File: config.mk
export PLATFORM = sky130hd
export DESIGN_NAME = rect_blit_fill_clipper
export DESIGN_NICKNAME = d
export VERILOG_FILES = /design/src/rtl/core/rbfc_pkg.sv /design/src/rtl/core/rbfc_axis_clip.sv /design/src/rtl/core/rect_blit_fill_clipper.sv
export SDC_FILE = /design/constraint.sdc
export NUM_CORES = 2
export LEC_CHECK = 0
export BUFFER_PORTS_ARGS = -buffer_cell sky130_fd_sc_hd__buf_4
export CAP_MARGIN = 10
export CORE_ASPECT_RATIO = 1.2
export CORE_MARGIN = 5
export CORE_UTILIZATION = 69
export CTS_BUF_LIST = sky130_fd_sc_hd__clkbuf_2 sky130_fd_sc_hd__clkbuf_4 sky130_fd_sc_hd__clkbuf_8
export DETAILED_ROUTE_END_ITERATION = 16
export GPL_ROUTABILITY_DRIVEN = 1
export GPL_TIMING_DRIVEN = 0
export PLACE_DENSITY = 0.95
export SYNTH_ARGS = -nofsm -noshare
export SYNTH_HDL_FRONTEND = slang
export SYNTH_SLANG_ARGS = --single-unit
File: constraint.sdc
create_clock -name aclk -period 11.05 [get_ports aclk]
set_input_delay 2.21 -clock aclk [delete_from_list [all_inputs] [get_ports aclk]]
set_output_delay 2.21 -clock aclk [all_outputs]
set_load 0.1 [all_outputs]
File: src/rtl/core/rbfc_pkg.sv
// ----------------------------------------------------------------------------
// rbfc_pkg
// Shared types and constants of the rectangle blit/fill clipper: field
// widths, command and register codes, the signed span type used for
// clipping and the stage enables handed to the per-axis clipper.
// ----------------------------------------------------------------------------
package rbfc_pkg;

    // Field widths
    localparam int DIM_W    = 11;   // surface sizes, clipped coordinates and sizes
    localparam int COORD_W  = 12;   // signed input coordinates
    localparam int SPAN_W   = 14;   // signed working width of the clipping arithmetic
    localparam int BPP_W    = 3;
    localparam int OFFS_W   = 22;
    localparam int ROW_W    = 13;
    localparam int COLOR_W  = 32;
    localparam int CFG_IDX_W = 3;

    // Surface sizes written above this value saturate to it
    localparam int MAX_DIM = 1024;

    // Command codes
    localparam logic CMD_BLIT = 1'b0;
    localparam logic CMD_FILL = 1'b1;

    // Status codes
    localparam logic STATUS_OK      = 1'b0;
    localparam logic STATUS_BOUNDS  = 1'b1;

    // Configuration register indexes
    localparam logic [CFG_IDX_W-1:0] REG_SRC_WIDTH  = 3'd0;
    localparam logic [CFG_IDX_W-1:0] REG_SRC_HEIGHT = 3'd1;
    localparam logic [CFG_IDX_W-1:0] REG_DST_WIDTH  = 3'd2;
    localparam logic [CFG_IDX_W-1:0] REG_DST_HEIGHT = 3'd3;
    localparam logic [CFG_IDX_W-1:0] REG_BPP        = 3'd4;

    typedef logic signed [SPAN_W-1:0] span_t;
    typedef logic [DIM_W-1:0]         dim_t;

    // Load enables of the three clipping stages
    typedef struct packed {
        logic st1;
        logic st2;
        logic st3;
    } stage_en_t;

endpackage

File: src/rtl/core/rbfc_axis_clip.sv
// ----------------------------------------------------------------------------
// rbfc_axis_clip
// Three-stage clipper for one axis. Stage 1 picks the operands, checks a
// fill rectangle and clips a negative source coordinate; stage 2 clips
// against the source extent and a negative destination coordinate; stage 3
// clips against the destination extent and flags a positive length.
// ----------------------------------------------------------------------------
module rbfc_axis_clip (
    input  logic                                  aclk,
    input  rbfc_pkg::stage_en_t                   en,
    input  logic                                  is_fill,
    input  logic                                  has_src,
    input  logic                                  has_dst,
    input  logic signed [rbfc_pkg::COORD_W-1:0]   in_s,
    input  logic signed [rbfc_pkg::COORD_W-1:0]   in_d,
    input  logic [rbfc_pkg::DIM_W-1:0]            in_len,
    input  logic [rbfc_pkg::DIM_W-1:0]            surf_s,
    input  logic [rbfc_pkg::DIM_W-1:0]            surf_d,
    output logic [rbfc_pkg::DIM_W-1:0]            pos_s,
    output logic [rbfc_pkg::DIM_W-1:0]            pos_d,
    output logic [rbfc_pkg::DIM_W-1:0]            len,
    output logic                                  len_pos,
    output logic                                  fill_err
);

    localparam int PAD_W = rbfc_pkg::SPAN_W - rbfc_pkg::DIM_W;

    rbfc_pkg::span_t ext_s;
    rbfc_pkg::span_t ext_d;
    rbfc_pkg::span_t ext_len;
    rbfc_pkg::span_t ext_surf_s;
    rbfc_pkg::span_t ext_surf_d;

    rbfc_pkg::span_t s0, l0, d0;
    rbfc_pkg::span_t s1_next, l1_next, d1_next;
    logic            err1_next;
    rbfc_pkg::span_t s1_reg, l1_reg, d1_reg;
    logic            fill1_reg, err1_reg;

    rbfc_pkg::span_t la;
    rbfc_pkg::span_t s2_next, l2_next, d2_next;
    rbfc_pkg::span_t s2_reg, l2_reg, d2_reg;
    logic            fill2_reg, err2_reg;

    rbfc_pkg::span_t l3_next;
    logic [rbfc_pkg::DIM_W-1:0] pos_s_reg, pos_d_reg, len_reg;
    logic            len_pos_reg, err3_reg;

    assign ext_s      = rbfc_pkg::span_t'(in_s);
    assign ext_d      = rbfc_pkg::span_t'(in_d);
    assign ext_len    = {{PAD_W{1'b0}}, in_len};
    assign ext_surf_s = {{PAD_W{1'b0}}, surf_s};
    assign ext_surf_d = {{PAD_W{1'b0}}, surf_d};

    // Stage 1: operand selection, fill bounds check, negative source corner
    always_comb begin
        s0 = '0;
        d0 = '0;
        l0 = is_fill ? ext_surf_d : ext_surf_s;
        if (is_fill) begin
            if (has_dst) begin
                d0 = ext_d;
                l0 = ext_len;
            end
        end else begin
            if (has_src) begin
                s0 = ext_s;
                l0 = ext_len;
            end
            if (has_dst) begin
                d0 = ext_d;
            end
        end
        err1_next = is_fill && has_dst && ((d0 < 0) || (d0 + l0 > ext_surf_d));
        s1_next = s0;
        l1_next = l0;
        d1_next = d0;
        if (!is_fill && (s0 < 0)) begin
            l1_next = l0 + s0;
            d1_next = d0 - s0;
            s1_next = '0;
        end
    end

    always_ff @(posedge aclk) begin
        if (en.st1) begin
            s1_reg    <= s1_next;
            l1_reg    <= l1_next;
            d1_reg    <= d1_next;
            fill1_reg <= is_fill;
            err1_reg  <= err1_next;
        end
    end

    // Stage 2: source extent, negative destination corner
    always_comb begin
        la = l1_reg;
        if (s1_reg + l1_reg > ext_surf_s) begin
            la = ext_surf_s - s1_reg;
        end
        s2_next = s1_reg;
        l2_next = l1_reg;
        d2_next = d1_reg;
        if (!fill1_reg) begin
            l2_next = la;
            if (d1_reg < 0) begin
                l2_next = la + d1_reg;
                s2_next = s1_reg - d1_reg;
                d2_next = '0;
            end
        end
    end

    always_ff @(posedge aclk) begin
        if (en.st2) begin
            s2_reg    <= s2_next;
            l2_reg    <= l2_next;
            d2_reg    <= d2_next;
            fill2_reg <= fill1_reg;
            err2_reg  <= err1_reg;
        end
    end

    // Stage 3: destination extent
    always_comb begin
        l3_next = l2_reg;
        if (!fill2_reg && (d2_reg + l2_reg > ext_surf_d)) begin
            l3_next = ext_surf_d - d2_reg;
        end
    end

    always_ff @(posedge aclk) begin
        if (en.st3) begin
            pos_s_reg   <= s2_reg[rbfc_pkg::DIM_W-1:0];
            pos_d_reg   <= d2_reg[rbfc_pkg::DIM_W-1:0];
            len_reg     <= l3_next[rbfc_pkg::DIM_W-1:0];
            len_pos_reg <= (l3_next > 0);
            err3_reg    <= err2_reg;
        end
    end

    assign pos_s    = pos_s_reg;
    assign pos_d    = pos_d_reg;
    assign len      = len_reg;
    assign len_pos  = len_pos_reg;
    assign fill_err = err3_reg;

endmodule

File: src/rtl/core/rect_blit_fill_clipper.sv
// ----------------------------------------------------------------------------
// rect_blit_fill_clipper
// Command front end of a 2D blit/fill engine: clips blit rectangles against
// both surfaces, checks fill rectangles and works out byte offsets, row
// length and fill pattern.
// ----------------------------------------------------------------------------
// The block takes one command per clock while s_ready is high and returns one
// result per command, in order. It is a five-stage pipeline: three clipping
// stages, a stage holding the row-times-width and width-times-pixel-size
// multipliers, and an output stage that adds the column and scales by the
// pixel size. Each stage loads whenever its successor can take its contents,
// so bubbles close up under back-pressure and a held result does not block
// new commands while earlier stages have room. Surface registers are to be
// written through the cfg_ port only while no command is in flight; the block
// does not enforce this. Sizes above 1024 saturate.
// ----------------------------------------------------------------------------
module rect_blit_fill_clipper (
    input  logic                                  aclk,
    input  logic                                  aresetn,
    // configuration
    input  logic                                  cfg_wr_en,
    input  logic [rbfc_pkg::CFG_IDX_W-1:0]        cfg_index,
    input  logic [rbfc_pkg::DIM_W-1:0]            cfg_data,
    // commands
    input  logic                                  s_valid,
    output logic                                  s_ready,
    input  logic                                  s_cmd,
    input  logic                                  s_use_src_rect,
    input  logic signed [rbfc_pkg::COORD_W-1:0]   s_src_x,
    input  logic signed [rbfc_pkg::COORD_W-1:0]   s_src_y,
    input  logic [rbfc_pkg::DIM_W-1:0]            s_rect_w,
    input  logic [rbfc_pkg::DIM_W-1:0]            s_rect_h,
    input  logic                                  s_use_dst_rect,
    input  logic signed [rbfc_pkg::COORD_W-1:0]   s_dst_x,
    input  logic signed [rbfc_pkg::COORD_W-1:0]   s_dst_y,
    input  logic [rbfc_pkg::COLOR_W-1:0]          s_fill_color,
    // results
    output logic                                  m_valid,
    input  logic                                  m_ready,
    output logic                                  m_status,
    output logic [rbfc_pkg::DIM_W-1:0]            m_out_x,
    output logic [rbfc_pkg::DIM_W-1:0]            m_out_y,
    output logic [rbfc_pkg::DIM_W-1:0]            m_out_w,
    output logic [rbfc_pkg::DIM_W-1:0]            m_out_h,
    output logic [rbfc_pkg::OFFS_W-1:0]           m_src_offset,
    output logic [rbfc_pkg::OFFS_W-1:0]           m_dst_offset,
    output logic [rbfc_pkg::ROW_W-1:0]            m_row_bytes,
    output logic [rbfc_pkg::COLOR_W-1:0]          m_fill_pattern
);

    localparam int DIM_W   = rbfc_pkg::DIM_W;
    localparam int OFFS_W  = rbfc_pkg::OFFS_W;
    localparam int ROW_W   = rbfc_pkg::ROW_W;
    localparam int COLOR_W = rbfc_pkg::COLOR_W;
    localparam int BPP_W   = rbfc_pkg::BPP_W;
    localparam int SAT_W   = DIM_W + 2;

    // Configuration registers
    logic [DIM_W-1:0] src_width_reg, src_height_reg;
    logic [DIM_W-1:0] dst_width_reg, dst_height_reg;
    logic [BPP_W-1:0] bpp_reg;
    logic [DIM_W-1:0] dim_next;

    // Pipeline control
    logic [5:1] valid_reg;
    logic [5:1] load;
    rbfc_pkg::stage_en_t clip_en;

    // Side-band carried alongside the clippers
    logic                fill1_reg, fill2_reg, fill3_reg;
    logic [COLOR_W-1:0]  color1_reg, color2_reg, color3_reg;

    // Clipper outputs
    logic [DIM_W-1:0] sx3, dx3, w3, sy3, dy3, h3;
    logic             wpos3, hpos3, xerr3, yerr3;

    // Stage 4
    logic                drop4_next, err4_next;
    logic [COLOR_W-1:0]  pat4_next;
    logic [2*DIM_W-1:0]  prod_s4_next, prod_d4_next;
    logic [DIM_W+BPP_W-1:0] row4_full;
    logic                status4_reg;
    logic [DIM_W-1:0]    sx4_reg, dx4_reg, dy4_reg, w4_reg, h4_reg;
    logic [OFFS_W-1:0]   prod_s4_reg, prod_d4_reg;
    logic [ROW_W-1:0]    row4_reg;
    logic [COLOR_W-1:0]  pat4_reg;

    // Stage 5
    logic [OFFS_W-1:0]   src_lin, dst_lin;
    logic [OFFS_W-1:0]   src_off_next, dst_off_next;
    logic                status5_reg;
    logic [DIM_W-1:0]    out_x_reg, out_y_reg, out_w_reg, out_h_reg;
    logic [OFFS_W-1:0]   src_off_reg, dst_off_reg;
    logic [ROW_W-1:0]    row5_reg;
    logic [COLOR_W-1:0]  pat5_reg;

    // ---------------------------------------------------------------- config
    always_comb begin
        dim_next = cfg_data;
        if ({2'b00, cfg_data} > SAT_W'(rbfc_pkg::MAX_DIM)) begin
            dim_next = DIM_W'(rbfc_pkg::MAX_DIM);
        end
    end

    always_ff @(posedge aclk) begin
        if (!aresetn) begin
            src_width_reg  <= DIM_W'(320);
            src_height_reg <= DIM_W'(240);
            dst_width_reg  <= DIM_W'(320);
            dst_height_reg <= DIM_W'(240);
            bpp_reg        <= BPP_W'(4);
        end else if (cfg_wr_en) begin
            unique case (cfg_index)
                rbfc_pkg::REG_SRC_WIDTH:  src_width_reg  <= dim_next;
                rbfc_pkg::REG_SRC_HEIGHT: src_height_reg <= dim_next;
                rbfc_pkg::REG_DST_WIDTH:  dst_width_reg  <= dim_next;
                rbfc_pkg::REG_DST_HEIGHT: dst_height_reg <= dim_next;
                rbfc_pkg::REG_BPP:        bpp_reg        <= cfg_data[BPP_W-1:0];
                default: ;
            endcase
        end
    end

    // -------------------------------------------------------------- pipeline
    // A stage loads when it is empty or its successor loads this cycle
    always_comb begin
        load[5] = !valid_reg[5] || m_ready;
        load[4] = !valid_reg[4] || load[5];
        load[3] = !valid_reg[3] || load[4];
        load[2] = !valid_reg[2] || load[3];
        load[1] = !valid_reg[1] || load[2];
    end

    assign s_ready     = load[1];
    assign clip_en.st1 = load[1];
    assign clip_en.st2 = load[2];
    assign clip_en.st3 = load[3];

    always_ff @(posedge aclk) begin
        if (!aresetn) begin
            valid_reg <= '0;
        end else begin
            if (load[1]) valid_reg[1] <= s_valid;
            if (load[2]) valid_reg[2] <= valid_reg[1];
            if (load[3]) valid_reg[3] <= valid_reg[2];
            if (load[4]) valid_reg[4] <= valid_reg[3];
            if (load[5]) valid_reg[5] <= valid_reg[4];
        end
    end

    always_ff @(posedge aclk) begin
        if (load[1]) begin
            fill1_reg  <= (s_cmd == rbfc_pkg::CMD_FILL);
            color1_reg <= s_fill_color;
        end
        if (load[2]) begin
            fill2_reg  <= fill1_reg;
            color2_reg <= color1_reg;
        end
        if (load[3]) begin
            fill3_reg  <= fill2_reg;
            color3_reg <= color2_reg;
        end
    end

    // ------------------------------------------------------- stages 1 to 3
    rbfc_axis_clip u_clip_x (
        .aclk     (aclk),
        .en       (clip_en),
        .is_fill  (s_cmd == rbfc_pkg::CMD_FILL),
        .has_src  (s_use_src_rect),
        .has_dst  (s_use_dst_rect),
        .in_s     (s_src_x),
        .in_d     (s_dst_x),
        .in_len   (s_rect_w),
        .surf_s   (src_width_reg),
        .surf_d   (dst_width_reg),
        .pos_s    (sx3),
        .pos_d    (dx3),
        .len      (w3),
        .len_pos  (wpos3),
        .fill_err (xerr3)
    );

    rbfc_axis_clip u_clip_y (
        .aclk     (aclk),
        .en       (clip_en),
        .is_fill  (s_cmd == rbfc_pkg::CMD_FILL),
        .has_src  (s_use_src_rect),
        .has_dst  (s_use_dst_rect),
        .in_s     (s_src_y),
        .in_d     (s_dst_y),
        .in_len   (s_rect_h),
        .surf_s   (src_height_reg),
        .surf_d   (dst_height_reg),
        .pos_s    (sy3),
        .pos_d    (dy3),
        .len      (h3),
        .len_pos  (hpos3),
        .fill_err (yerr3)
    );

    // --------------------------------------------------------------- stage 4
    // Drop an empty blit or a failed fill to all-zero geometry
    always_comb begin
        err4_next  = fill3_reg && (xerr3 || yerr3);
        drop4_next = fill3_reg ? err4_next : !(wpos3 && hpos3);
        unique case (bpp_reg)
            BPP_W'(0): pat4_next = '0;
            BPP_W'(1): pat4_next = {24'h0, color3_reg[7:0]};
            BPP_W'(2): pat4_next = {16'h0, color3_reg[15:0]};
            BPP_W'(3): pat4_next = {8'h0, color3_reg[23:0]};
            default:   pat4_next = color3_reg;
        endcase
        prod_s4_next = (2*DIM_W)'(sy3) * (2*DIM_W)'(src_width_reg);
        prod_d4_next = (2*DIM_W)'(dy3) * (2*DIM_W)'(dst_width_reg);
        row4_full    = (DIM_W+BPP_W)'(w3) * (DIM_W+BPP_W)'(bpp_reg);
    end

    always_ff @(posedge aclk) begin
        if (load[4]) begin
            status4_reg <= err4_next ? rbfc_pkg::STATUS_BOUNDS : rbfc_pkg::STATUS_OK;
            if (drop4_next) begin
                sx4_reg     <= '0;
                dx4_reg     <= '0;
                dy4_reg     <= '0;
                w4_reg      <= '0;
                h4_reg      <= '0;
                prod_s4_reg <= '0;
                prod_d4_reg <= '0;
                row4_reg    <= '0;
                pat4_reg    <= '0;
            end else begin
                // a fill has no source side
                sx4_reg     <= fill3_reg ? '0 : sx3;
                prod_s4_reg <= fill3_reg ? '0 : OFFS_W'(prod_s4_next);
                dx4_reg     <= dx3;
                dy4_reg     <= dy3;
                w4_reg      <= w3;
                h4_reg      <= h3;
                prod_d4_reg <= OFFS_W'(prod_d4_next);
                row4_reg    <= row4_full[ROW_W-1:0];
                pat4_reg    <= fill3_reg ? pat4_next : '0;
            end
        end
    end

    // --------------------------------------------------------------- stage 5
    always_comb begin
        src_lin      = prod_s4_reg + {{(OFFS_W-DIM_W){1'b0}}, sx4_reg};
        dst_lin      = prod_d4_reg + {{(OFFS_W-DIM_W){1'b0}}, dx4_reg};
        src_off_next = OFFS_W'(src_lin * {{(OFFS_W-BPP_W){1'b0}}, bpp_reg});
        dst_off_next = OFFS_W'(dst_lin * {{(OFFS_W-BPP_W){1'b0}}, bpp_reg});
    end

    always_ff @(posedge aclk) begin
        if (load[5]) begin
            status5_reg <= status4_reg;
            out_x_reg   <= dx4_reg;
            out_y_reg   <= dy4_reg;
            out_w_reg   <= w4_reg;
            out_h_reg   <= h4_reg;
            src_off_reg <= src_off_next;
            dst_off_reg <= dst_off_next;
            row5_reg    <= row4_reg;
            pat5_reg    <= pat4_reg;
        end
    end

    assign m_valid        = valid_reg[5];
    assign m_status       = status5_reg;
    assign m_out_x        = out_x_reg;
    assign m_out_y        = out_y_reg;
    assign m_out_w        = out_w_reg;
    assign m_out_h        = out_h_reg;
    assign m_src_offset   = src_off_reg;
    assign m_dst_offset   = dst_off_reg;
    assign m_row_bytes    = row5_reg;
    assign m_fill_pattern = pat5_reg;

endmodule

# Word-level counts from Yosys, hierarchy flattened
# Cells that the tools add are included.
# word_totals
regBits,666
in_bits,124
out_inout_bits,136
word_cells,181
# classes
addsub,20
multipliers,5
magnitude_cmp,15
n_eq_ne,7
muxes,38
bitwise,1
reduce_logical,34
# ops
operator,count
$mux 14,28
$add 14x14->14,10
$pmux 32 s4,1
$gt 14x12->1,6
$lt 14x1->1 const B,6
$mux 11,7
$sub 12x14->14,4
$add 22x11->22,2
$mul 11x11->22,2
$mul 22x3->22,2
$gt 14x1->1 const B,2
$sub 14x14->14,2
$sub 11x11->11,2
$mul 11x3->13,1
$eq 3x2->1 const B,4
$gt 11x11->1 const B,1
$reduce_and 2->1,5
$logic_and 1x1->1,9
$logic_not 1->1,8
$logic_or 1x1->1,8
$eq 3x1->1 const B,2
$logic_not 3->1,2
$reduce_or 2->1,2
$eq 3x3->1 const B,1
2 further kinds,3

# Logic depth before layout (Yosys ltp)
# depth
word_depth,7
ltp_mapped,30
ltp_nobuf,29

# Cells and area by module
# From an unflattened synthesis, not the netlist that was laid out.
# hier_totals
hier_cells,4654
hier_area_um2,48368.9
# by_module_without_submodules
module,instances,cells_per_inst,area_each_um2,seq_area_each_um2
rect_blit_fill_clipper,1,2437,27546.4,12391.9
rbfc_axis_clip at u_clip_y,1,1113,10422.5,3543.4
rbfc_axis_clip at u_clip_x,1,1104,10400.0,3543.4

# Worst setup path before layout
# No wires, ideal clock.
# synth_timing
path_type,in2out
from,input m_ready
to,output s_ready
arrival_time_ns,5.960
required_ns,8.840
setup_slack_ns,2.880
cell_stages,3
n_path_buf,0
cell_sequence,nor2b_1 -> and3_1 -> nand3_1
# synth_via
elab_chain_len,5
# synth_lines
item,line,text
"start, declared",rect_blit_fill_clipper.sv:39,"input logic m_ready,"
$logic_or 1x1->1,rect_blit_fill_clipper.sv:127,load[5] = !valid_reg[5] || m_ready;
$logic_or 1x1->1,rect_blit_fill_clipper.sv:128,load[4] = !valid_reg[4] || load[5];
$logic_or 1x1->1,rect_blit_fill_clipper.sv:129,load[3] = !valid_reg[3] || load[4];
$logic_or 1x1->1,rect_blit_fill_clipper.sv:130,load[2] = !valid_reg[2] || load[3];
$logic_or 1x1->1,rect_blit_fill_clipper.sv:131,load[1] = !valid_reg[1] || load[2];
"end, declared",rect_blit_fill_clipper.sv:26,"output logic s_ready,"
# Every way passes these cells.

# Worst setup path after layout
# layout_timing
from,register u_clip_x.s1_reg[0]
to,"register u_clip_x.l2_reg[13], data pin"
# layout_via
elab_chain_len,6
elab_cells_between_ends,7
cone_classes,add/sub: 3; order compare: 1; mux: 3
# layout_lines
item,line,text
"start, declared",rbfc_axis_clip.sv:37,"rbfc_pkg::span_t s1_reg, l1_reg, d1_reg;"
"start signal, assigned",rbfc_axis_clip.sv:87,s1_reg <= s1_next;
$add 14x14->14,rbfc_axis_clip.sv:98,if (s1_reg + l1_reg > ext_surf_s) begin
$gt 14x12->1,rbfc_axis_clip.sv:98,
$mux 14 *,rbfc_axis_clip.sv:98,
$add 14x14->14,rbfc_axis_clip.sv:107,l2_next = la + d1_reg;
$mux 14 *,rbfc_axis_clip.sv:106,if (d1_reg < 0) begin
$mux 14 *,rbfc_axis_clip.sv:104,if (!fill1_reg) begin
via u_clip_x.l2_next[13],rbfc_axis_clip.sv:41,"rbfc_pkg::span_t s2_next, l2_next, d2_next;"
"end signal, assigned",rbfc_axis_clip.sv:117,l2_reg <= l2_next;
"end, declared",rbfc_axis_clip.sv:42,"rbfc_pkg::span_t s2_reg, l2_reg, d2_reg;"
# Mark *: on every way through the listed nets, which the timed path passes. The rest lies on a longest branch.
# A chain may end at the register's enable or synchronous reset.

==> metrics.csv <==
metric;value;unit
area of the core;68450;um2
largest net degree at the start of global routing;107;
height of the die;298.1;um
Adder-Cell Fraction of Synth Area;0.2207;
Ys Warns;0;
Root Driver;clkbuf_8;
detailed placement HPWL;101800;um
TritonCTS buffer count;101;
met3 usage;0.06141;
sum of negative setup slack;0;ns
hold wc startpoint;u_clip_x.err1_reg$_DFFE_PP_;
final setup violation count;0;
reg2reg start;u_clip_x.s1_reg[0]$_SDFFCE_PP0P_;
num rows;105;
Crit. End Element;flip-flop;
via/cell ratio;6.150;
WS Path Type;reg2reg;
io pins;260;
Worst setup startpoint;u_clip_x.s1_reg[0]$_SDFFCE_PP0P_;
Tot GR Track Use;0.3389;
Starting Density;0.6973;
Bufs and invs on worst path;2;
layout cells sized above 1;0.09919;
residual DRC count;0;
min cycle time layout;7.706;ns
Synth Area in XOR/XNOR;0.04727;
port bufs;257;
critical path arrival;8.18;ns
maximum clock insertion buffer count;3;
Pwr per Cell Area;149.6;nW/um2
fin. max-slew vios;0;
Clock transition at path regs;0.07;ns
vias;36851;
largest family of logic cells by synthesized area;adder cells;
Worst Max-Slew Pin Slew;0.9733;ns
top_reg_cell synth;edfxtp_1;
Clock Skew;0.06708;ns
Max Cap Viol;0;
Resize count post-CTS;0;
die width;250.1;um
DR iter-0 viols;3214;
Synth Area in Simple Gates;0.1422;
cell family with most CP delay;compound AO/OA/AOI/OAI gates;
post-synthesis mux area share;0.02097;
met1 Use GR;0.3980;
synth-to-layout area growth;11.37;%
Detail Route Antenna Nets;0;
die area;74550;um2
CP max stage cell;clkbuf_1;
TritonCTS Sinks;662;
Mean Syn Cell Area;10.30;um2
Synth Area in Compound Gates;0.1078;
Reg2Reg Setup Slack;3.34;ns
achievable frequency;0.1298;GHz
Peak VDD IR;0.2143;mV
global route hottest layer;met2;
Post-synth ARST share;0;
Distinct cells, synth;75;
status;completed;
initial antenna violation count;3;
FF+latch count, synth;662;
GRT overflow;0;
H-tree depth;3;
hold_buf cts;0;
Tcrit/Tclk final;0.6974;
final wirelength;129600;um
cell depth of the worst setup path;29;
drt wl/cell;21.63;um
drt pass-1 iters;6;
Final Hold Vio Count;0;
hold depth;0;
grt met2 use;0.5805;
startpoint types;flip-flop;
depth of the worst register-to-register path;29;
Worst Path Max Fanout;10;
leak pwr;24.77;nW
unrepaired setup endpoints after global routing;no;
number of flops mapped to enable cells by yosys;610;
Hold EP;u_clip_x.err2_reg$_DFFE_PP_;
vias in the first global route;37446;
CP peak stage delay;0.51;ns
fin nets;5827;
Setup Buffers After CTS;0;
gp weighted congestion;1.013;
Rel. slew slack;0.3511;
reg2reg end;u_clip_x.l2_reg[13]$_DFFE_PP_;
hold crit path type;reg2reg;
post-synthesis sequential area ratio;0.4056;
first-pass GRT wire length;199300;um
Mapped Area;47730;um2
Req. time, crit path;11.52;ns
CTS tree;done;
Mapped Cells;4632;
Skew-Pair Late Insertion Delay;0.79;ns
Worst Setup Slack, final;3.344;ns
post-place setup slack;3.530;ns
==> worst max-delay path by stage <==
stage                                                to
after global placement                          s_ready
after global routing      u_clip_x.l2_reg[13]$_DFFE_PP_
final                     u_clip_x.l2_reg[13]$_DFFE_PP_
after detailed placement  u_clip_x.l2_reg[13]$_DFFE_PP_
after floorplan                                 s_ready
after CTS                 u_clip_x.l2_reg[13]$_DFFE_PP_
==> area by class of cell <==
type,instances,area (um2)
antenna,2,5.005
sequential,662,19360
inverter,558,2102
tap,909,1137
buffer,143,546.8
clock buffer,136,1690
fill,4240,15290
timing repair buffer,263,2095
multi-input combinational,3270,25760
clock inverter,49,461.7
==> synthesized netlist by cell type (all sizes together) (50+ instances only) <==
master / n / area [um2]
edfxtp: 610 / 18320
dfxtp: 52 / 1041
a21o: 79 / 593.1
and2: 252 / 1577
nand2: 535 / 2008
nand3: 62 / 310.3
o21ai: 183 / 915.9
nor2: 258 / 968.4
a211oi: 50 / 375.4
a21oi: 203 / 1020
xnor2: 169 / 1480
ha: 474 / 5931
mux2i: 52 / 520.5
clkbuf: 133 / 499.2
nor2b: 78 / 488.0
fa: 230 / 4604
xor2: 86 / 753.2
inv: 555 / 2083
nor3: 72 / 360.4
==> cell usage in the layout, fill, tap and decap left out, types with 32 or more instances in the layout <==
cell        n
nor3_1     72
and2_1    251
edfxtp_1  610
clkbuf_8  107
fa_1      230
and3_1     34
clkbuf_1  133
o21ai_0   182
mux2_2     32
nand2_1   533
inv_1     553
mux2i_1    52
dfxtp_1    52
a21boi_0   40
nor2_1    258
a211oi_1   50
nand2b_1   36
xor2_1     86
a21o_1     79
ha_1      474
a21oi_1   202
nand3_1    61
nor2b_1    78
buf_4     257
xnor2_1   169
==> logic make-up after synthesis <==
group | Yosys count
flops | 662
mux | 92
buf+inv | 701
xor+xnor | 256
compound gates | 798
other cells | 1
simple gates | 1418
fa+ha+maj | 704
==> per-stage QoR <==
| step | util | cell area [um2] | hold WS, ns | cells | total power [mW] |
|---|---|---|---|---|---|
| 2_1_floorplan | - | 47730 | 0.4003 | 4633 | 5.107 |
| 3_3_place_gp | 0.7421 | 50800 | 0.4003 | 5799 | 5.653 |
| 3_5_place_dp | 0.7451 | 51000 | 0.4045 | 5805 | 5.765 |
| 4_1_cts | 0.7765 | 53150 | 0.4061 | 5990 | 7.932 |
| 5_1_grt | 0.7766 | 53150 | 0.4140 | 5992 | 8.289 |
| 6_report | 0.7766 | 53150 | 0.4132 | 5992 | 7.954 |
==> report_power, final <==
group / switching [mW] / internal [mW]
Sequential: 0.205 / 3.09
Clock: 1.01 / 1.17
Combinational: 1.65 / 0.830
==> per-layer routing <==
layer  wire length [um]  vias to the layer above
met4               9581                        2
met2              62570                     2030
li1                   -                    16709
met5                 13                        -
met1              45830                    17548
met3              11620                      562
(Power assumes the default switching activity.)
